## src/rtl/btpc_pkg.sv

```systemverilog
// Shared types and constants for the barometer temperature/pressure compensation block.
// Calibration record, register indexes and the stage records passed between pipeline parts.
// No dependencies.
package btpc_pkg;

	// Register indexes on the configuration port
	localparam logic [2:0] REG_PRESSURE_SENSITIVITY   = 3'd0;
	localparam logic [2:0] REG_PRESSURE_OFFSET        = 3'd1;
	localparam logic [2:0] REG_SENSITIVITY_TEMP_COEFF = 3'd2;
	localparam logic [2:0] REG_OFFSET_TEMP_COEFF      = 3'd3;
	localparam logic [2:0] REG_REFERENCE_TEMPERATURE  = 3'd4;
	localparam logic [2:0] REG_TEMPERATURE_COEFF      = 3'd5;

	// Six calibration words
	typedef struct packed {
		logic [15:0] pressure_sensitivity;
		logic [15:0] pressure_offset;
		logic [15:0] sensitivity_temp_coeff;
		logic [15:0] offset_temp_coeff;
		logic [15:0] reference_temperature;
		logic [15:0] temperature_coeff;
	} cal_t;

	// First-order results, leaving the front part
	typedef struct packed {
		logic [23:0]        d1;    // raw pressure
		logic signed [37:0] off1;  // first-order offset
		logic signed [36:0] sens1; // first-order sensitivity
		logic signed [18:0] lo;    // first-order temperature minus 2000
		logic [16:0]        t2;    // dT^2 / 2^31
	} front_t;

	// Corrected temperature, offset and sensitivity, leaving the second-order part
	typedef struct packed {
		logic [23:0]        d1;
		logic signed [19:0] temp;
		logic signed [40:0] off;
		logic signed [39:0] sens;
	} second_t;

endpackage

```

## src/rtl/btpc_press.sv

```systemverilog
// Pressure: ((D1 * SENS) / 2^21 - OFF) / 2^15, with truncation toward zero.
// Four pipeline stages: split product, recombine, first division, final result.
// Depends on btpc_pkg.
module btpc_press (
	input  logic              clk,
	input  logic              arst_n,
	input  logic              in_valid,
	output logic              in_ready,
	input  btpc_pkg::second_t in_data,
	output logic              out_valid,
	input  logic              out_ready,
	output logic [31:0]       temperature,
	output logic [31:0]       pressure
);
	import btpc_pkg::*;

	logic v_s7, v_s8, v_s9, v_s10;
	logic en_s7, en_s8, en_s9, en_s10;

	logic signed [39:0] sens;
	logic [43:0]        pp_lo_s7;
	logic signed [44:0] pp_hi_s7;
	logic signed [19:0] temp_s7, temp_s8, temp_s9;
	logic signed [40:0] off_s7, off_s8, off_s9;
	logic [64:0]        x_s8;
	logic [64:0]        x_b;
	logic [43:0]        q1_s9;
	logic [44:0]        y, y_b;
	logic [31:0]        temp_s10, pres_s10;

	assign en_s10   = !v_s10 || out_ready;
	assign en_s9    = !v_s9 || en_s10;
	assign en_s8    = !v_s8 || en_s9;
	assign en_s7    = !v_s7 || en_s8;
	assign in_ready = en_s7;

	always_ff @(posedge clk or negedge arst_n) begin
		if (!arst_n) begin
			v_s7  <= 1'b0;
			v_s8  <= 1'b0;
			v_s9  <= 1'b0;
			v_s10 <= 1'b0;
		end else begin
			if (en_s7)  v_s7  <= in_valid;
			if (en_s8)  v_s8  <= v_s7;
			if (en_s9)  v_s9  <= v_s8;
			if (en_s10) v_s10 <= v_s9;
		end
	end

	// Stage 7: D1 * SENS as two partial products (low 20 bits, signed upper part)
	assign sens = in_data.sens;

	always_ff @(posedge clk) begin
		if (en_s7) begin
			pp_lo_s7 <= 44'(in_data.d1) * 44'(sens[19:0]);
			pp_hi_s7 <= $signed({1'b0, in_data.d1}) * $signed(sens[39:20]);
			temp_s7  <= in_data.temp;
			off_s7   <= in_data.off;
		end
	end

	// Stage 8: recombine the full product
	always_ff @(posedge clk) begin
		if (en_s8) begin
			x_s8    <= {pp_hi_s7, 20'b0} + {21'b0, pp_lo_s7};
			temp_s8 <= temp_s7;
			off_s8  <= off_s7;
		end
	end

	// Stage 9: divide by 2^21 toward zero
	assign x_b = x_s8 + (x_s8[64] ? 65'h1FFFFF : 65'h0);

	always_ff @(posedge clk) begin
		if (en_s9) begin
			q1_s9   <= x_b[64:21];
			temp_s9 <= temp_s8;
			off_s9  <= off_s8;
		end
	end

	// Stage 10: subtract offset, divide by 2^15 toward zero
	assign y   = {q1_s9[43], q1_s9} - {{4{off_s9[40]}}, off_s9};
	assign y_b = y + (y[44] ? 45'h7FFF : 45'h0);

	always_ff @(posedge clk) begin
		if (en_s10) begin
			temp_s10 <= {{12{temp_s9[19]}}, temp_s9};
			pres_s10 <= {{2{y_b[44]}}, y_b[44:15]};
		end
	end

	assign out_valid   = v_s10;
	assign temperature = temp_s10;
	assign pressure    = pres_s10;

endmodule

```

## config.mk

```make
export PLATFORM = sky130hd
export DESIGN_NAME = btpc_press
export DESIGN_NICKNAME = d
export VERILOG_FILES = /design/src/rtl/btpc_pkg.sv /design/src/rtl/btpc_press.sv
export SDC_FILE = /design/constraint.sdc
export NUM_CORES = 2
export LEC_CHECK = 0
export BUFFER_PORTS_ARGS = -buffer_cell sky130_fd_sc_hd__buf_2
export CORE_ASPECT_RATIO = 1.25
export CORE_MARGIN = 5
export CORE_UTILIZATION = 50
export CTS_CLUSTER_DIAMETER = 40
export DETAILED_ROUTE_END_ITERATION = 16
export HOLD_SLACK_MARGIN = 0.15
export MAX_ROUTING_LAYER = met4
export PLACE_DENSITY = 0.64
export SLEW_MARGIN = 20
export SYNTH_ARGS = -nofsm -noshare
export SYNTH_HDL_FRONTEND = slang
export SYNTH_SLANG_ARGS = --single-unit
export TNS_END_PERCENT = 30
```

## constraint.sdc

```tcl
create_clock -name clk -period 16.15 [get_ports clk]
set_input_delay 3.23 -clock clk [delete_from_list [all_inputs] [get_ports clk]]
set_output_delay 3.23 -clock clk [all_outputs]
set_load 0.05 [all_outputs]
```

Yosys cells after proc, flatten, opt, wreduce, memory -nomap -nowiden:

Cells that the tools add are included.

* bits in registers: 435
* latch bits: 0
* RAM bits: 0
* ROM bits: 0
* word-level logic and storage cells: 32
* memories kept: 0

* add/subtract/negate cells: 4
* multiply operators: 2
* divide/modulo/power cells: 0
* order comparisons: 0
* eq/ne operators: 0
* shift operators: 0
* mux-type cells: 2
* bitwise gates (word level): 0
* reductions and logical operators: 8

Operator list (count)
* $add A65 B21 Y65: 1
* $add A65 B44 Y65: 1
* $add A45 B15 Y45: 1
* $mul A25 B20 Y45: 1
* $sub A44 B41 Y45: 1
* $mul A24 B20 Y44: 1
* $mux W21: 1
* $mux W15: 1
* $logic_not A1 Y1: 4
* $logic_or A1 B1 Y1: 4

Logic depth before layout (Yosys ltp):

* depth in word-level cells: 5
* mapped depth: 28
* gate-level depth less buffers: 27

Worst setup path after synthesis:

No wires, ideal clock.

* path type: input to output
* start: input out_ready
* end: output in_ready
* arrival: 8.001 ns
* slack: 4.919 ns
* stages: 2
* path buffers: 0
* cells stage by stage: nor2b_1 nand4_1

* cells in the longest elaborated chain, start to end: 4

RTL lines
* from (decl): line btpc_press.sv:11 `input logic out_ready,`
* $logic_or A1 B1 Y1: line btpc_press.sv:31 `assign en_s10 = !v_s10 || out_ready;`
* $logic_or A1 B1 Y1: line btpc_press.sv:32 `assign en_s9 = !v_s9 || en_s10;`
* $logic_or A1 B1 Y1: line btpc_press.sv:33 `assign en_s8 = !v_s8 || en_s9;`
* $logic_or A1 B1 Y1: line btpc_press.sv:34 `assign en_s7 = !v_s7 || en_s8;`
* to (decl): line btpc_press.sv:8 `output logic in_ready,`

Every way passes these cells.

Worst setup path in the final report:

* start: input in_data[106] (netlist name)
* end: register pp_lo_s7[42] (data pin)

* cells in the longest elaborated chain, start to end: 1

RTL lines
* from (decl): line btpc_press.sv:9 `input btpc_pkg::second_t in_data,`
* $mul A24 B20 Y44: line btpc_press.sv:56 `pp_lo_s7 <= 44'(in_data.d1) * 44'(sens[19:0]);`
* to (signal assigned): line btpc_press.sv:56
* to (decl): line btpc_press.sv:21 `logic [43:0] pp_lo_s7;`

Every way passes these cells.
A chain may end at the register's enable or synchronous reset.

==> flow_summary.json <==
{
  "routed.top_layer": "met4",
  "synth.distinct_cells": 98,
  "rsz0062_at_grt": "no",
  "ff2ff_path_depth": 19,
  "synth_xor_xnor_area_share_pct": 3.83,
  "endpoint_kind": "flip-flop",
  "netlist_instances": 5026,
  "clock_sinks": 435,
  "tightest_slew_ns": 1.11,
  "fmax_mhz": 97.8,
  "synth_top_family_by_area": "adder cells",
  "routed_wl_um": 125000,
  "final_hold_viol_count": 0,
  "met2_length_um": 62500,
  "r2r_start": "q1_s9[31]",
  "num_io_pins": 195,
  "port_buffers": 194,
  "hold_class": "flip-flop to flip-flop",
  "synth_area_per_cell_um2": 10.3,
  "start_kind": "primary input",
  "num_rows": 131,
  "min_path_cells": 0,
  "numCtsBuffers": 43,
  "dr_wl_met3_um": 7640,
  "overflow": 0,
  "synth-seq-cells": 435,
  "hold_buffers": 0,
  "drt_drc_violations_left": 0,
  "async_flop_share_pct": 0.920,
  "syn_nets": 6379,
  "area_growth_pct": 6.53,
  "antenna_found_initial": 6,
  "grt.total_usage_pct": 23.6,
  "dieArea_um2": 110000,
  "vias_per_cell": 5.39,
  "period_share_pct": 63.3,
  "hold_start": "off_s8[18]",
  "outcome": "completed",
  "post_cts.repair.setup_buffers": 0,
  "synth_compound_gate_area_share_pct": 6.52,
  "crit_start": "in_data[106]",
  "synth_ff_type": "edfxtp_1",
  "dp_hpwl_um": 93400,
  "wl_met1_um": 50800,
  "chipHeight_um": 369,
  "die_x_um": 297,
  "synthSimpleGateAreaFrac_pct": 14.5,
  "cts_tree": "built",
  "routabilityCongestion": 0.890,
  "slew_violations": 0,
  "relSlewSlack_pct": 25.8,
  "grt_pass1_wl_um": 200000,
  "cts_resized": 0,
  "grt_max_degree": 75,
  "cts_root_buf": "clkbuf_16",
  "synthesis.area_um2": 51600,
  "drt-initial-drc-count": 1914,
  "synth_mux_area_share_pct": 0.0777,
  "crit_path_max_incr_delay_ns": 0.76,
  "cp.required_ns": 16.44,
  "setup_viol": 0,
  "crit_chain": "buf_2 -> and2_1 -> fa_1 -> inv_1 -> fa_1 -> fa_1 -> fa_1 -> inv_1 -> fa_1 -> fa_1 -> inv_1 -> fa_1 -> inv_1 -> ha_1 -> a2111oi_0 -> o211ai_1 -> nor3_1 -> o21ai_0 -> nand3_1 -> o31ai_1 -> a21oi_1 -> o21ai_0 -> a311oi_1 -> xnor2_1",
  "synth_enable_flop_cells": 431,
  "core_um2": 102000,
  "clockBufferDepth": 3,
  "synth_fa_ha_area_share_pct": 41.2,
  "ant_nets": 0,
  "cts_max_level": 2,
  "cp.arrival_ns": 10.51,
  "synth-warning-count": 0,
  "worst-setup-path-type": "primary input to flip-flop",
  "period_minus_slack_ns": 10.22,
  "fin_skew_ns": 0.0266,
  "initial_core_util_pct": 50.4,
  "drt_first_pass_iters": 5,
  "drt-wirelength-per-cell_um": 19.4,
  "cts.clk_slew.worst_paths_ns": 0.06,
  "crit_fanout": 40,
  "yosysSeqAreaShare_pct": 25.3,
  "drv_cap": 0,
  "clock_latency_ns": 0.56,
  "cp_slowest_cell": "buf_2",
  "final_layout_size_suffix_gt1_share_pct": 6.81,
  "cp_common_cell": "fa_1",
  "nets": 6429,
  "grt_pass1_vias": 36800,
  "fin_tns_setup_ns": 0,
  "vias": 34800
}
-- cell usage in the layout, fill, tap and decap left out, types with 10 or more instances in the layout --
cell type  synthesis  final
o21a_1            23     23
o21ai_1           12     12
xnor2_1          158    158
nor2_1           119    119
nor4_1            10     10
ha_1             437    437
nand4_1           39     39
xor2_1            64     64
and2_1           461    461
edfxtp_1         431    431
o21bai_1          28     28
and3_1            28     28
a21oi_1          151    151
nand2b_1          36     36
or2_2             10     10
inv_1            948    947
buf_4             15     26
o21ai_0           60     60
nor2b_1           23     23
nand2_1          599    598
fa_1             787    787
and4_1            10     10
clkbuf_16          0     45
a31oi_1           22     22
a211oi_1          15     15
a21o_1            81     81
o31ai_1           10     10
o211ai_1          12     12
nor3_1            38     38
nand3_1           58     57
buf_2              7    194
-- kinds of logic (layout without fill, tap and decap cells) --
kind of cell | Yosys count | in the layout
buf+inv | 1163 | 1247
fa+ha+maj | 1224 | 1224
compound gates | 501 | 501
other cells | 0 | 3
simple gates | 1475 | 1475
mux | 4 | 4
flops | 435 | 435
xor+xnor | 224 | 224
-- worst paths after layout --
check	slack, ns	endpoint
worst min-delay path	0.41	off_s9[18]
worst min register to register	0.41	off_s9[18]
worst max register to register	10.43	pressure[29]
worst max-delay path	5.93	pp_lo_s7[42]
min in group asynchronous	2.47	v_s7
max in group asynchronous	13.56	v_s9
-- worst max-delay path, delay by kind of cell --
family | cells | cell delay, ns
simple gates | 3 | 0.56
buf+inv | 5 | 1.00
xor+xnor | 1 | 0.09
fa+ha+maj | 8 | 3.65
compound gates | 7 | 1.97
-- through the flow --
stage	setup slack (ns)	hold WS (ns)	utilization, %	area [µm²]	instances
3_3_place_gp	5.47	0.400	52.3	53500	6361
3_5_place_dp	5.41	0.405	52.3	53500	6361
5_1_grt	5.66	0.418	53.7	54900	6442
6_report	5.93	0.412	53.7	54900	6443
4_1_cts	6.00	0.415	53.7	54900	6440
2_1_floorplan	4.92	0.400	-	51600	5026
-- flip-flops by register name, summed over array words and instances, names as in the netlist --
name and cells:
pp_hi_s7 45, q1_s9 44, temp_s7 20, temp_s9 20
pp_lo_s7 44, out_valid 1, off_s8 41, temperature 20
x_s8 65, pressure 30, v_s9 1, v_s8 1
off_s9 41, off_s7 41, v_s7 1, temp_s8 20
-- metal layers --
layer | track usage, % | vias up
met2 | 40.6 | 1082
met3 | 2.82 | 247
li1 | - | 16000
met4 | 7.10 | 0
met5 | - | -
met1 | 29.7 | 17500
-- synthesized netlist by cell type (all sizes together), types with 76 or more instances --
library cell | instances | area [µm²]
a21oi | 152 | 764
clkbuf | 191 | 718
inv | 948 | 3560
nand2 | 599 | 2250
nor2 | 120 | 453
ha | 437 | 5470
o21ai | 76 | 395
and2 | 462 | 2890
a21o | 85 | 643
xnor2 | 160 | 1420
edfxtp | 431 | 12900
fa | 787 | 15800
-- cell type report --
type	count	area (µm²)
Antenna cell	3	7.51
Inverter	948	3560
Multi-Input combinational cell	3428	34100
Tap cell	1330	1660
Fill cell	9214	47400
Timing Repair Buffer	220	1170
Clock inverter	28	246
Sequential cell	435	13000
Clock buffer	51	1150
Power is not shown: default switching activity piles up to over one toggle a cycle in this logic, so the estimate is an artifact.
