<file path="src/rtl/btpc_pkg.sv">
// Shared types and constants for the barometer temperature/pressure compensation block.
// Calibration record, register indexes and the stage records passed between pipeline parts.
// No dependencies.
package btpc_pkg;

	// Register indexes on the configuration port
	localparam logic [2:0] REG_PRESSURE_SENSITIVITY   = 3'd0;
	localparam logic [2:0] REG_PRESSURE_OFFSET        = 3'd1;
	localparam logic [2:0] REG_SENSITIVITY_TEMP_COEFF = 3'd2;
	localparam logic [2:0] REG_OFFSET_TEMP_COEFF      = 3'd3;
	localparam logic [2:0] REG_REFERENCE_TEMPERATURE  = 3'd4;
	localparam logic [2:0] REG_TEMPERATURE_COEFF      = 3'd5;

	// Six calibration words
	typedef struct packed {
		logic [15:0] pressure_sensitivity;
		logic [15:0] pressure_offset;
		logic [15:0] sensitivity_temp_coeff;
		logic [15:0] offset_temp_coeff;
		logic [15:0] reference_temperature;
		logic [15:0] temperature_coeff;
	} cal_t;

	// First-order results, leaving the front part
	typedef struct packed {
		logic [23:0]        d1;    // raw pressure
		logic signed [37:0] off1;  // first-order offset
		logic signed [36:0] sens1; // first-order sensitivity
		logic signed [18:0] lo;    // first-order temperature minus 2000
		logic [16:0]        t2;    // dT^2 / 2^31
	} front_t;

	// Corrected temperature, offset and sensitivity, leaving the second-order part
	typedef struct packed {
		logic [23:0]        d1;
		logic signed [19:0] temp;
		logic signed [40:0] off;
		logic signed [39:0] sens;
	} second_t;

endpackage

</file>
<file path="src/rtl/btpc_front.sv">
// First-order compensation: dT, the four calibration products and OFF/SENS/TEMP.
// Three pipeline stages with per-stage valid and bubble-collapsing enables.
// Depends on btpc_pkg.
module btpc_front (
	input  logic            clk,
	input  logic            arst_n,
	input  btpc_pkg::cal_t  cal,
	input  logic            in_valid,
	output logic            in_ready,
	input  logic [23:0]     pressure_adc,
	input  logic [23:0]     raw_temperature,
	output logic            out_valid,
	input  logic            out_ready,
	output btpc_pkg::front_t out_data
);
	import btpc_pkg::*;

	logic v_s1, v_s2, v_s3;
	logic en_s1, en_s2, en_s3;

	logic [23:0]        d1_s1, d1_s2;
	logic signed [24:0] dt_s1;
	logic signed [41:0] p_off_s2, p_sens_s2, p_t_s2;
	logic signed [49:0] p_dd_s2;
	front_t             res_s3;

	logic signed [41:0] off_b, sens_b, t_b;
	logic signed [37:0] off1_c;
	logic signed [36:0] sens1_c;

	// A stage moves when it is empty or the next one moves
	assign en_s3    = !v_s3 || out_ready;
	assign en_s2    = !v_s2 || en_s3;
	assign en_s1    = !v_s1 || en_s2;
	assign in_ready = en_s1;

	always_ff @(posedge clk or negedge arst_n) begin
		if (!arst_n) begin
			v_s1 <= 1'b0;
			v_s2 <= 1'b0;
			v_s3 <= 1'b0;
		end else begin
			if (en_s1) v_s1 <= in_valid;
			if (en_s2) v_s2 <= v_s1;
			if (en_s3) v_s3 <= v_s2;
		end
	end

	// Stage 1: dT = D2 - C5 * 256
	always_ff @(posedge clk) begin
		if (en_s1) begin
			d1_s1 <= pressure_adc;
			dt_s1 <= $signed({1'b0, raw_temperature})
				- $signed({1'b0, cal.reference_temperature, 8'h00});
		end
	end

	// Stage 2: calibration products
	always_ff @(posedge clk) begin
		if (en_s2) begin
			d1_s2     <= d1_s1;
			p_off_s2  <= $signed({1'b0, cal.offset_temp_coeff}) * dt_s1;
			p_sens_s2 <= $signed({1'b0, cal.sensitivity_temp_coeff}) * dt_s1;
			p_t_s2    <= $signed({1'b0, cal.temperature_coeff}) * dt_s1;
			p_dd_s2   <= dt_s1 * dt_s1;
		end
	end

	// Stage 3: truncating divisions by powers of two, first-order sums
	assign off_b  = p_off_s2 + (p_off_s2[41] ? 42'sd63 : 42'sd0);
	assign sens_b = p_sens_s2 + (p_sens_s2[41] ? 42'sd127 : 42'sd0);
	assign t_b    = p_t_s2 + (p_t_s2[41] ? 42'sd8388607 : 42'sd0);

	assign off1_c  = $signed({5'b0, cal.pressure_offset, 17'b0}) + $signed(off_b[41:6]);
	assign sens1_c = $signed({5'b0, cal.pressure_sensitivity, 16'b0}) + $signed(sens_b[41:7]);

	always_ff @(posedge clk) begin
		if (en_s3) begin
			res_s3.d1    <= d1_s2;
			res_s3.off1  <= off1_c;
			res_s3.sens1 <= sens1_c;
			res_s3.lo    <= t_b[41:23];
			res_s3.t2    <= p_dd_s2[47:31];
		end
	end

	assign out_valid = v_s3;
	assign out_data  = res_s3;

endmodule

</file>
<file path="config.mk">
export PLATFORM = sky130hd
export DESIGN_NAME = btpc_front
export DESIGN_NICKNAME = d
export VERILOG_FILES = /design/src/rtl/btpc_pkg.sv /design/src/rtl/btpc_front.sv
export SDC_FILE = /design/constraint.sdc
export NUM_CORES = 2
export LEC_CHECK = 0
export BUFFER_PORTS_ARGS = -buffer_cell sky130_fd_sc_hd__buf_4
export CORE_MARGIN = 2
export CORE_UTILIZATION = 47
export DETAILED_ROUTE_END_ITERATION = 6
export PLACE_DENSITY = 0.61
export SLEW_MARGIN = 5
export SYNTH_ARGS = -nofsm -noshare
export SYNTH_HDL_FRONTEND = slang
export SYNTH_SLANG_ARGS = --single-unit
export TNS_END_PERCENT = 50
</file>
<file path="constraint.sdc">
create_clock -name clk -period 10.25 [get_ports clk]
set_input_delay 1.025 -clock clk [delete_from_list [all_inputs] [get_ports clk]]
set_output_delay 1.025 -clock clk [all_outputs]
set_load 0.05 [all_outputs]
</file>
# Word-level counts from Yosys, hierarchy flattened
# Cells that the tools add are included.
# classes
add_sub_neg	6
n_reduce_logical	6
n_mul	4
mux	3
# ops
operator	count
17-bit by 25-bit multiplier with 42-bit output	3
25-bit by 25-bit multiplier with 48-bit output	1
42-bit by 24-bit adder with 42-bit output	1
42-bit by 7-bit adder with 42-bit output	1
42-bit by 8-bit adder with 42-bit output	1
34-bit by 36-bit adder with 37-bit output	1
33-bit by 35-bit adder with 36-bit output	1
24-bit by 24-bit subtractor with 25-bit output	1
23-bit two-way mux	1
7-bit two-way mux	1
6-bit two-way mux	1
1-bit zero test	3
1-bit logical OR	3
# totals
output_inout_bits	137
ff_bits	385
inputBits	148

# Longest topological paths before layout
# logic_depth
word_depth	4
ltp_mapped	28
depth_no_buf	26

# Worst setup path after synthesis
# No wires, ideal clock.
# synth_timing
path_kind	input -> register
from	input cal[5] in the netlist's numbering
to	register p_t_s2[39], data pin
path_stages	25
setup_slack_ps	2910
arrival_ps	7079
required_ps	9989
cell_sequence	clkbuf_1 clkbuf_1 nand2_1 fa_1 inv_1 fa_1 inv_1 fa_1 inv_1 fa_1 inv_1 fa_1 inv_1 fa_1 ha_1 nand2_1 a32oi_1 or4b_1 a21oi_1 nor3_1 o21ai_2 a2111oi_2 o31ai_1 nor4_1 a311o_1
# synth_via
elab_chain_cells	1
# synth_lines
element	line	rtl
start: declaration	btpc_front.sv:7	input btpc_pkg::cal_t cal,
17-bit by 25-bit multiplier with 42-bit output	btpc_front.sv:64	p_t_s2 <= $signed({1'b0, cal.temperature_coeff}) * dt_s1;
end signal: assignment	btpc_front.sv:64	
end: declaration	btpc_front.sv:23	logic signed [41:0] p_off_s2, p_sens_s2, p_t_s2;
# Every way passes these cells.
# A chain may end at the register's enable or synchronous reset.

# Worst setup path in the final report
# layout_timing
from	register dt_s1[3]
to	register p_t_s2[39], data pin
# layout_via
elab_chain_cells	1
# layout_lines
element	line	rtl
start: declaration	btpc_front.sv:22	logic signed [24:0] dt_s1;
start signal: assignment	btpc_front.sv:53	dt_s1 <= $signed({1'b0, raw_temperature})
17-bit by 25-bit multiplier with 42-bit output	btpc_front.sv:64	
# Every way passes these cells.

==> summary.md <==
| Metric | Value |
|---|---|
| TritonCTS clock tree | built |
| Synth Cell Area | 77200 um^2 |
| Tightest slew margin relative to the limit | 25.1% |
| Starting utilization of the core area | 47.4% |
| Crit-path max FO | 34 |
| DR iter-0 viols | 2810 |
| Most common cell in the synthesized netlist | sky130_fd_sc_hd__inv_1 |
| Achievable Freq | 0.116 GHz |
| Required time at the endpoint of the critical path | 10.62 ns |
| Result of the run | finished, final reports clean |
| Most used cell, CP | sky130_fd_sc_hd__fa_1 |
| Die Span X | 409 um |
| Kind of start point of the critical path | register |
| Largest net degree at the start of global routing | 121 |
| Total Routing Usage GR | 22.5% |
| Later-pin clock latency in the skew report | 0.63 ns |
| Share of synthesized area occupied by flip-flops and latches | 13.7% |
| Hold bufs inserted after CTS | 0 |
| Residual DRC count | 0 |
| Fin nets | 10400 |
| Final clock period utilization by the worst path | 84.1% |
| Count of input and output buffers | 284 |
| Number of cells on the worst reg-to-reg path | 22 |
| Warning count from the yosys run | 0 |
| Clock tree root driver cell | sky130_fd_sc_hd__clkbuf_16 |
| Yosys top cell area share | 45.8% |
| Total congestion overflow after global routing | 0 |
| Crit path capture type | register |
| RePlAce Congestion | 0.864 |
| Count of different cell masters after synthesis | 76 |
| Maxcap violations | 0 |
| Area of the core | 163000 um^2 |
| Average vias per placed instance | 5.05 |
| Routed vias | 51300 |
| DIE AREA | 168000 um^2 |
| Cell taking the most area after synthesis | sky130_fd_sc_hd__fa_1 |
| Reg2reg setup slack | 1.63 ns |
| Clock skew | 0.0233 ns |
| Antenna violations before repair | 4 |
| CP cell instances | buf_4, buf_4, nand2_1, fa_1, fa_1, inv_1, fa_1, inv_1, fa_1, fa_1, inv_1, fa_1, ha_1, a211oi_1, o211ai_1, a211oi_1, a21oi_1, nor3_1, o21ai_2, a2111oi_2, o31ai_1, a311o_1 |
| Post-route minimum period | 8.62 ns |
| Number of buffers inserted during clock tree synthesis | 44 |
| Net count after synthesis | 10300 |
| Post-Syn Instances | 7867 |
| Number of max-slew violations in the final report | 0 |
| Number of flops mapped to enable cells by yosys | 349 |
| Flop and latch count out of synthesis | 352 |
| Clk pin slew, worst setup/hold paths | 0.06 ns |
| Type of the worst setup path | register to register |
| Most frequent cells after synthesis | sky130_fd_sc_hd__inv_1, sky130_fd_sc_hd__fa_1, sky130_fd_sc_hd__nand2_1, sky130_fd_sc_hd__and2_1, sky130_fd_sc_hd__ha_1 |
| Wire length per cell | 17.7 um |
| Total Negative Setup Slacks | 0 ns |
| Most used DFF post-synth | sky130_fd_sc_hd__edfxtp_1 |
| Number of buffers added for setup after CTS | 0 |
| HPWL after detailed placement | 145000 um |
| Maximum buffer depth of the clock tree | 3 |
| Row count | 148 |
| Class of the worst hold path | input port to async pin |
| Startpoint of the lowest-slack register-to-register path | dt_s1[3] |
| Layout fillers | 15000 |
| # resized after CTS | 0 |
| Setup violations, final | 0 |
| RSZ-0062 raised after global routing | no |
| End of the worst register-to-register path | p_t_s2[39] |
| Post-synthesis to final-layout area growth | 7.37% |
| Final Hold Fails | 0 |
| Largest cells by area after synthesis | sky130_fd_sc_hd__fa_1, sky130_fd_sc_hd__edfxtp_1, sky130_fd_sc_hd__inv_1 |
| Fraction of layout cells with a size suffix above 1 | 5.72% |
| IO Count | 285 |
| First-pass DRT Iterations | 5 |
| Sink Count | 352 |
| Transition time at the pin with the least slew margin | 1.12 ns |
| Detailed Route WL | 180000 um |
| Number of routed nets with antenna violations | 0 |
| Global-route wire length before repair | 301000 um |
| H-tree levels | 2 |
| Asr flop ratio synth | 0.852% |
| Arrival time worst endpoint | 8.99 ns |
| Via count of the first global-routing pass | 56300 |
| Average cell area after synthesis | 9.81 um^2 |
| Vert. Die Dim | 409 um |
| Slowest cell delay on critical path | 0.95 ns |
| CP max-delay cell | sky130_fd_sc_hd__edfxtp_1 |
## sequential cells by signal, indices dropped and copies added, names as in the netlist
register   cells
out_data     133
v_s2           1
p_dd_s2       17
d1_s1         24
p_t_s2        42
dt_s1         25
p_sens_s2     42
v_s1           1
d1_s2         24
p_off_s2      42
out_valid      1
## per-layer routing
metal  vias to the layer above  GRT usage (%)  wire length (um)
li1                      23300              -                 -
met1                     26400           31.2             77600
met4                         4           4.94              3950
met5                         -              0                17
met3                       220           3.35             11200
met2                      1350           37.6             87000
## layout make-up
type / count / area (um^2) / share of cell area, %
antenna: 2 / 5.00 / 0.00604
clock buffer: 50 / 1160 / 1.41
clock inverter: 32 / 368 / 0.444
inverter: 2078 / 7800 / 9.41
multi-input combinational: 5117 / 57700 / 69.5
sequential: 352 / 10600 / 12.7
tap: 2175 / 2720 / 3.28
timing repair buffer: 347 / 2630 / 3.17
## metrics by stage
step,instances,cell area (um^2),hold WS [ns],worst slack [ns],utilization (%)
floorplan,7867,77200,0.400,2.91,-
global placement,10100,81400,0.400,1.84,49.9
detailed placement,10100,81400,0.405,1.73,49.9
CTS,10200,82900,0.150,1.71,50.9
global route,10200,82900,0.165,1.13,50.9
finish,10200,82900,0.188,1.63,50.9
## cells by family after synthesis
kind of cell / count (synthesis) / synth area share [%]
buffers and inverters: 2398 / 11.7
muxes: 4 / 0.0535
DFF: 352 / 13.7
adders and majority gates: 2302 / 54.5
xor gates and xnor gates: 287 / 3.26
AOI/OAI and AO/OA: 490 / 4.21
and+or+nand+nor: 2034 / 12.7
## critical path: cells and delay by family (launching register included)
| family | cells | cell delay (ns) |
|---|---|---|
| AO/OA/AOI/OAI | 8 | 2.63 |
| AND/OR/NAND/NOR | 2 | 0.51 |
| buffers and inverters | 5 | 1.13 |
| adder cells (fa/ha/maj) | 7 | 3.12 |
| flip-flops | 1 | 0.95 |
## layout by cell type, fill, tap and decap left out, types with 33 or more instances in the layout
cell type / n
sky130_fd_sc_hd__ha_1: 534
sky130_fd_sc_hd__nor2b_1: 38
sky130_fd_sc_hd__xor2_1: 69
sky130_fd_sc_hd__clkbuf_16: 45
sky130_fd_sc_hd__fa_1: 1766
sky130_fd_sc_hd__inv_1: 2076
sky130_fd_sc_hd__a21oi_1: 141
sky130_fd_sc_hd__nor3_1: 34
sky130_fd_sc_hd__and3_1: 33
sky130_fd_sc_hd__edfxtp_1: 349
sky130_fd_sc_hd__a21o_1: 80
sky130_fd_sc_hd__and2_1: 594
sky130_fd_sc_hd__nor2_1: 144
sky130_fd_sc_hd__nand2_1: 1014
sky130_fd_sc_hd__o21ai_0: 79
sky130_fd_sc_hd__xnor2_1: 218
sky130_fd_sc_hd__buf_4: 345
sky130_fd_sc_hd__nand3_1: 61
## worst max path at each step
| stage | slack, ns | to | startpoint |
|---|---|---|---|
| 4_1_cts | 1.71 | p_dd_s2[41] | dt_s1[11] |
| 3_5_place_dp | 1.73 | p_dd_s2[41] | dt_s1[11] |
| 3_3_place_gp | 1.84 | p_dd_s2[41] | dt_s1[11] |
| 2_1_floorplan | 2.91 | p_t_s2[39] | cal[5] |
| 6_report | 1.63 | p_t_s2[39] | dt_s1[3] |
| 5_1_grt | 1.13 | p_dd_s2[41] | dt_s1[3] |
Power is not shown: default switching activity piles up to over one toggle a cycle in this logic, so the estimate is an artifact.
