## src/rtl/btpc_pkg.sv

```systemverilog
// Shared types and constants for the barometer temperature/pressure compensation block.
// Calibration record, register indexes and the stage records passed between pipeline parts.
// No dependencies.
package btpc_pkg;

	// Register indexes on the configuration port
	localparam logic [2:0] REG_PRESSURE_SENSITIVITY   = 3'd0;
	localparam logic [2:0] REG_PRESSURE_OFFSET        = 3'd1;
	localparam logic [2:0] REG_SENSITIVITY_TEMP_COEFF = 3'd2;
	localparam logic [2:0] REG_OFFSET_TEMP_COEFF      = 3'd3;
	localparam logic [2:0] REG_REFERENCE_TEMPERATURE  = 3'd4;
	localparam logic [2:0] REG_TEMPERATURE_COEFF      = 3'd5;

	// Six calibration words
	typedef struct packed {
		logic [15:0] pressure_sensitivity;
		logic [15:0] pressure_offset;
		logic [15:0] sensitivity_temp_coeff;
		logic [15:0] offset_temp_coeff;
		logic [15:0] reference_temperature;
		logic [15:0] temperature_coeff;
	} cal_t;

	// First-order results, leaving the front part
	typedef struct packed {
		logic [23:0]        d1;    // raw pressure
		logic signed [37:0] off1;  // first-order offset
		logic signed [36:0] sens1; // first-order sensitivity
		logic signed [18:0] lo;    // first-order temperature minus 2000
		logic [16:0]        t2;    // dT^2 / 2^31
	} front_t;

	// Corrected temperature, offset and sensitivity, leaving the second-order part
	typedef struct packed {
		logic [23:0]        d1;
		logic signed [19:0] temp;
		logic signed [40:0] off;
		logic signed [39:0] sens;
	} second_t;

endpackage

```

## src/rtl/btpc_second.sv

```systemverilog
// Second-order low-temperature correction of TEMP, OFF and SENS.
// Three pipeline stages: squares, correction terms, final subtraction.
// Depends on btpc_pkg.
module btpc_second (
	input  logic              clk,
	input  logic              arst_n,
	input  logic              in_valid,
	output logic              in_ready,
	input  btpc_pkg::front_t  in_data,
	output logic              out_valid,
	input  logic              out_ready,
	output btpc_pkg::second_t out_data
);
	import btpc_pkg::*;

	logic v_s4, v_s5, v_s6;
	logic en_s4, en_s5, en_s6;

	logic signed [18:0] lo;
	logic signed [19:0] vl;
	logic signed [37:0] lo_sq;
	logic signed [39:0] vl_sq;

	logic [23:0]        d1_s4, d1_s5;
	logic signed [37:0] off1_s4, off1_s5;
	logic signed [36:0] sens1_s4, sens1_s5;
	logic signed [19:0] temp_s4, temp_s5;
	logic [35:0]        lo2_s4, vl2_s4;
	logic               cold_s4, vcold_s4;
	logic [39:0]        off2_s5, sens2_s5;
	second_t            res_s6;

	logic [41:0] lo2_61;
	logic [39:0] vl2_15;
	logic [39:0] off2_c, sens2_c;

	assign en_s6    = !v_s6 || out_ready;
	assign en_s5    = !v_s5 || en_s6;
	assign en_s4    = !v_s4 || en_s5;
	assign in_ready = en_s4;

	always_ff @(posedge clk or negedge arst_n) begin
		if (!arst_n) begin
			v_s4 <= 1'b0;
			v_s5 <= 1'b0;
			v_s6 <= 1'b0;
		end else begin
			if (en_s4) v_s4 <= in_valid;
			if (en_s5) v_s5 <= v_s4;
			if (en_s6) v_s6 <= v_s5;
		end
	end

	// Stage 4: squares of (TEMP-2000) and (TEMP+1500), final temperature
	assign lo    = in_data.lo;
	assign vl    = 20'(lo) + 20'sd3500;
	assign lo_sq = lo * lo;
	assign vl_sq = vl * vl;

	always_ff @(posedge clk) begin
		if (en_s4) begin
			d1_s4    <= in_data.d1;
			off1_s4  <= in_data.off1;
			sens1_s4 <= in_data.sens1;
			lo2_s4   <= lo_sq[35:0];
			vl2_s4   <= vl_sq[35:0];
			cold_s4  <= lo[18];
			vcold_s4 <= (lo < -19'sd3500);
			temp_s4  <= 20'sd2000 + 20'(lo)
				- (lo[18] ? $signed({3'b0, in_data.t2}) : 20'sd0);
		end
	end

	// Stage 5: OFF2 = 61*lo^2/16 (+15*vl^2), SENS2 = 2*lo^2 (+8*vl^2)
	assign lo2_61 = {lo2_s4, 6'b0} - {5'b0, lo2_s4, 1'b0} - {6'b0, lo2_s4};
	assign vl2_15 = {vl2_s4, 4'b0} - {4'b0, vl2_s4};

	always_comb begin
		off2_c  = 40'd0;
		sens2_c = 40'd0;
		if (cold_s4) begin
			off2_c  = {2'b0, lo2_61[41:4]};
			sens2_c = {3'b0, lo2_s4, 1'b0};
			if (vcold_s4) begin
				off2_c  = off2_c + vl2_15;
				sens2_c = sens2_c + {1'b0, vl2_s4, 3'b0};
			end
		end
	end

	always_ff @(posedge clk) begin
		if (en_s5) begin
			d1_s5    <= d1_s4;
			off1_s5  <= off1_s4;
			sens1_s5 <= sens1_s4;
			temp_s5  <= temp_s4;
			off2_s5  <= off2_c;
			sens2_s5 <= sens2_c;
		end
	end

	// Stage 6: corrected offset and sensitivity
	always_ff @(posedge clk) begin
		if (en_s6) begin
			res_s6.d1   <= d1_s5;
			res_s6.temp <= temp_s5;
			res_s6.off  <= {{3{off1_s5[37]}}, off1_s5} - {1'b0, off2_s5};
			res_s6.sens <= {{3{sens1_s5[36]}}, sens1_s5} - sens2_s5;
		end
	end

	assign out_valid = v_s6;
	assign out_data  = res_s6;

endmodule

```

## config.mk

```make
export PLATFORM = sky130hd
export DESIGN_NAME = btpc_second
export DESIGN_NICKNAME = d
export VERILOG_FILES = /design/src/rtl/btpc_pkg.sv /design/src/rtl/btpc_second.sv
export SDC_FILE = /design/constraint.sdc
export NUM_CORES = 2
export LEC_CHECK = 0
export BUFFER_PORTS_ARGS = -buffer_cell sky130_fd_sc_hd__buf_4
export CAP_MARGIN = 25
export CORE_MARGIN = 2
export CORE_UTILIZATION = 57
export DETAILED_ROUTE_END_ITERATION = 12
export PLACE_DENSITY = 0.78
export SLEW_MARGIN = 20
export SYNTH_ARGS = -nofsm -noshare
export SYNTH_HDL_FRONTEND = slang
export SYNTH_SLANG_ARGS = --single-unit
```

## constraint.sdc

```tcl
create_clock -name clk -period 9.2 [get_ports clk]
set_input_delay 1.84 -clock clk [delete_from_list [all_inputs] [get_ports clk]]
set_output_delay 1.84 -clock clk [all_outputs]
set_load 0.02 [all_outputs]
```

## Yosys cells after proc, flatten, opt, wreduce, memory -nomap -nowiden

Cells that the tools add are included.

| cells by class | value |
|---|---|
| add/sub/neg operators | 10 |
| multiply operators | 2 |
| $lt $le $gt $ge | 1 |
| mux-type cells | 3 |
| reductions and logical operators | 7 |

Operator list:

| kind | count |
|---|---|
| $sub 42x36->42 | 1 |
| $sub 42x37->42 | 1 |
| $sub 41x40->41 | 1 |
| $add 37x39->40 | 1 |
| $add 38x40->40 | 1 |
| $sub 40x36->40 | 1 |
| $sub 40x40->40 | 1 |
| $mux 38 | 1 |
| $mux 37 | 1 |
| $mul 19x19->36 | 1 |
| $mul 20x20->36 | 1 |
| $add 12x19->20 const A | 1 |
| $add 19x13->20 const B | 1 |
| $sub 20x18->20 | 1 |
| $lt 19x13->1 const B | 1 |
| $mux 17 | 1 |
| $logic_not 1->1 | 3 |
| $logic_or 1x1->1 | 3 |
| $reduce_and 2->1 | 1 |

| storage, ports and cells | value |
|---|---|
| register bits | 520 |
| bits of input ports | 139 |
| output and inout port bits | 127 |
| word-level logic and storage cells | 46 |

## Logic depth before layout (Yosys ltp)

| logic depth | value |
|---|---|
| depth in word-level cells | 4 |
| mapped depth | 37 |
| depth with buffers taken out | 35 |

## Worst setup path before layout

No wires, ideal clock.

| timing path | value |
|---|---|
| path kind | input to register |
| start | input in_data[19] (netlist name) |
| end | register vl2_s4[35], data pin |
| library setup time | 273 ps |
| data arrival time | 9925 ps |
| required time | 8927 ps |
| setup slack | -998 ps |
| stages | 35 |
| path buffers | 1 |
| path through | clkinv_1 -> clkbuf_1 -> ha_1 -> nor2b_1 -> o21ai_0 -> a21oi_1 -> or3_1 -> and2_1 -> nor2b_1 -> nor2b_1 -> xnor2_1 -> nand2_1 -> fa_1 -> inv_1 -> fa_1 -> inv_1 -> fa_1 -> inv_1 -> fa_1 -> fa_1 -> inv_1 -> fa_1 -> fa_1 -> inv_1 -> ha_1 -> a21o_1 -> a21o_1 -> a21oi_1 -> o221ai_1 -> a21oi_1 -> a21oi_1 -> nor3_1 -> nor3_1 -> a2111oi_0 -> xnor2_1 |

| on the way | value |
|---|---|
| cells in the longest elaborated chain, start to end | 2 |

Ends and longest elaborated chain:

| what | RTL line | text |
|---|---|---|
| start, declared | btpc_second.sv:9 | `input btpc_pkg::front_t in_data,` |
| $add 19x13->20 | btpc_second.sv:56 | `assign vl = 20'(lo) + 20'sd3500;` |
| $mul 20x20->36 | btpc_second.sv:58 | `assign vl_sq = vl * vl;` |
| net vl_sq[35] | btpc_second.sv:22 | `logic signed [39:0] vl_sq;` |
| end signal, assigned | btpc_second.sv:66 | `vl2_s4 <= vl_sq[35:0];` |
| end, declared | btpc_second.sv:28 | `logic [35:0] lo2_s4, vl2_s4;` |

The timed path passes the listed nets, and every way through them passes these cells.
A chain may end at the register's enable or synchronous reset.

## Worst setup path in the final report

| timing path | value |
|---|---|
| start | input in_data[20] (netlist name) |
| end | register vl2_s4[32], data pin |

Same word-level chain as after synthesis.

==> impl_metrics.py <==
metrics = {
    "drt": {
        "ant_nets": 0,
        "drc": 0,
        "vias_per_cell": 5.51,
        "drtIter0Drc": 2503,
        "firstDrtPassIters": 6,
        "num_vias": 36600,
        "wire_per_inst_um": 19.0,
        "wl_um": 126000,
    },
    "logic_synthesis": {
        "ys_ff_latch": 514,
        "ys_seq_area_share_pct": 29.5,
        "synthTopCellsByArea": "edfxtp_1, fa_1, ha_1",
        "syn_inst": 4890,
        "synth_top_flop_cell": "edfxtp_1",
        "synth_most_common_cell": "inv_1",
        "postSynthNetCount": 6218,
        "yosys.area.top_type": "edfxtp_1",
        "yosys-top-cells-count": "inv_1, fa_1, edfxtp_1",
        "netlist.area_leader.share_pct": 29.3,
        "synth-async-reset-ratio_pct": 0.584,
        "synth_cell_type_count": 85,
        "netlist_area_um2": 52400,
        "syn-mean-instance-area_um2": 10.7,
        "ys_warn_count": 0,
        "synth_edf_count": 511,
    },
    "grt": {
        "first_global_vias": 39200,
        "grt_start_max_net_pins": 166,
        "gr-total-overflow": 0,
        "grt_usage_pct": 27.3,
        "grt_pass1_wl_um": 202000,
        "antenna_found_initial": 2,
    },
    "worst_setup_path": {
        "crit_required_ns": 9.59,
        "crit_path_max_incr_delay_ns": 0.57,
        "critPathLaunchType": "primary input",
        "critPathMaxFanout": 6,
        "path_class": "in -> reg",
        "slowest_stage": "fa_1",
        "critPathCaptureType": "flop",
        "cp.arrival_ns": 9.41,
        "crit_top_cell": "fa_1",
    },
    "place": {
        "gp_congestion": 0.981,
        "hpwl_um": 102000,
        "port_buffers": 265,
    },
    "timing": {
        "hold_slack_ns": 0.411,
        "drv_slew": 0,
        "hold_viol": 0,
        "fin_crit_ns": 9.02,
        "fmax_ghz": 0.111,
        "relSlewSlack_pct": 31.3,
        "clock_skew_ns": 0.0401,
        "setup_viol": 0,
        "worstMarginPinSlew_ns": 1.03,
        "fin_crit_sh_pct": 98.0,
    },
    "cts": {
        "cts_buffer_depth": 3,
        "cts_sinks": 514,
        "clk_pin_slew_ns": 0.06,
        "clockRootBuffer": "clkbuf_16",
        "clock_latency_ns": 0.65,
        "htree_num_levels": 2,
        "cts_tree": "built",
        "numCtsBuffers": 56,
    },
    "die": {
        "coreArea_um2": 91400,
        "io_pins": 266,
        "std_cell_rows": 111,
        "start_util_pct": 57.3,
        "dieArea_um2": 94300,
        "die_width_um": 307,
        "chipHeight_um": 307,
    },
    "flow_run": {
        "max_cap_violations": 0,
    },
    "finish": {
        "final_layout_size_suffix_gt1_share_pct": 13.5,
        "area_growth_syn_to_layout_pct": 14.6,
        "n_fill_cell": 7086,
        "layout.nets": 6745,
    },
    "outcome": {
        "status": "complete, no violations",
    },
    "worst_hold_path": {
        "hold_path.class": "reg -> reg",
    },
}
-- kinds of logic after synthesis --
logic type | Yosys count | synth area share [%]
fa+ha+maj | 1189 | 39.1
buf+inv | 1122 | 8.06
simple gates | 1003 | 8.68
compound gates | 745 | 9.35
flops | 514 | 29.5
xor+xnor | 287 | 4.82
mux | 30 | 0.583
-- worst max-delay path, delay by kind of cell --
family,cells,cell delay (ns)
adder cells (fa/ha/maj),9,3.65
AO/OA/AOI/OAI,11,1.96
AND/OR/NAND/NOR,5,0.81
buffers and inverters,8,0.75
XOR/XNOR,2,0.39
-- path summary, 6_finish.rpt --
| path | from | to | slack, ns | cells after the start |
|---|---|---|---|---|
| max in group asynchronous | arst_n | v_s5 | 8.11 | 1 |
| hold reg to reg | sens1_s4[27] | sens1_s5[27] | 0.41 | 0 |
| min in group asynchronous | arst_n | v_s4 | 0.99 | 1 |
| setup / recovery | in_data[20] | vl2_s4[32] | 0.18 | 35 |
| hold / removal | sens1_s4[27] | sens1_s5[27] | 0.41 | 0 |
| setup reg to reg | lo2_s4[2] | off2_s5[34] | 2.32 | 24 |
-- metrics by stage --
stage / cell area (µm²) / TNS [ns] / std cells / utilization, % / setup slack (ns)
3_3_place_gp: 57900 / -6.10 / 6526 / 63.3 / -0.735
4_1_cts: 59700 / 0 / 6629 / 65.3 / 0.0000444
5_1_grt: 60000 / -0.0603 / 6644 / 65.6 / -0.0603
3_5_place_dp: 57900 / -8.08 / 6527 / 63.3 / -0.867
6_report: 60000 / 0 / 6645 / 65.6 / 0.184
2_1_floorplan: 52600 / -95.00 / 4890 / - / -0.501
-- cells in the final DEF, fill, tap and decap left out, types with 12 or more instances in the layout --
| master | count |
|---|---|
| a211oi_1 | 23 |
| a21o_1 | 136 |
| a21oi_1 | 225 |
| a31oi_1 | 20 |
| and2_1 | 65 |
| and3_1 | 23 |
| buf_4 | 547 |
| clkbuf_16 | 57 |
| clkinv_1 | 18 |
| edfxtp_1 | 511 |
| fa_1 | 738 |
| ha_1 | 443 |
| inv_1 | 1009 |
| mux2i_1 | 26 |
| nand2_1 | 349 |
| nand2b_1 | 43 |
| nand3_1 | 54 |
| nor2_1 | 307 |
| nor2b_1 | 23 |
| nor3_1 | 44 |
| o211ai_1 | 17 |
| o21a_1 | 45 |
| o21ai_0 | 95 |
| o21ai_1 | 13 |
| o21bai_1 | 39 |
| o31ai_1 | 12 |
| or3_1 | 14 |
| xnor2_1 | 204 |
| xor2_1 | 75 |
-- flip-flops by register name, summed over array words and instances (netlist names) --
| signal | flops |
|---|---|
| out_data | 125 |
| vcold_s4 | 1 |
| v_s4 | 1 |
| cold_s4 | 1 |
| v_s5 | 1 |
| d1_s5 | 24 |
| d1_s4 | 24 |
| lo2_s4 | 35 |
| sens1_s5 | 37 |
| off1_s5 | 38 |
| out_valid | 1 |
| off2_s5 | 40 |
| temp_s5 | 20 |
| vl2_s4 | 33 |
| off1_s4 | 38 |
| temp_s4 | 20 |
| sens2_s5 | 38 |
| sens1_s4 | 37 |
-- area by class of cell --
| type | instances | area, µm² | area share [%] |
|---|---|---|---|
| Tap cell | 1186 | 1480 | 2.47 |
| Sequential cell | 514 | 15400 | 25.7 |
| Antenna cell | 1 | 2.50 | 0.00417 |
| Timing Repair Buffer | 562 | 4340 | 7.24 |
| Clock buffer | 64 | 1430 | 2.39 |
| Inverter | 1029 | 3890 | 6.48 |
| Clock inverter | 35 | 345 | 0.576 |
| Multi-Input combinational cell | 3254 | 33100 | 55.1 |
-- timing repair --
item,CTS,global route
gates resized for setup,2,39
pin swaps,2,32
cloned,0,1
hold buffers,0,0
setup endpoints to repair,7,10
setup buffers,3,13
-- routing by layer --
layer  track usage, %  part of all wire [%]  up-vias
li1                 -                     -    17000
met5                0                 0.010        -
met1             34.5                    40    18100
met2             48.5                    50     1239
met4             9.04                   3.5        2
met3             3.79                   6.5      284
Power is not shown: default switching activity piles up to over one toggle a cycle in this logic, so the estimate is an artifact.
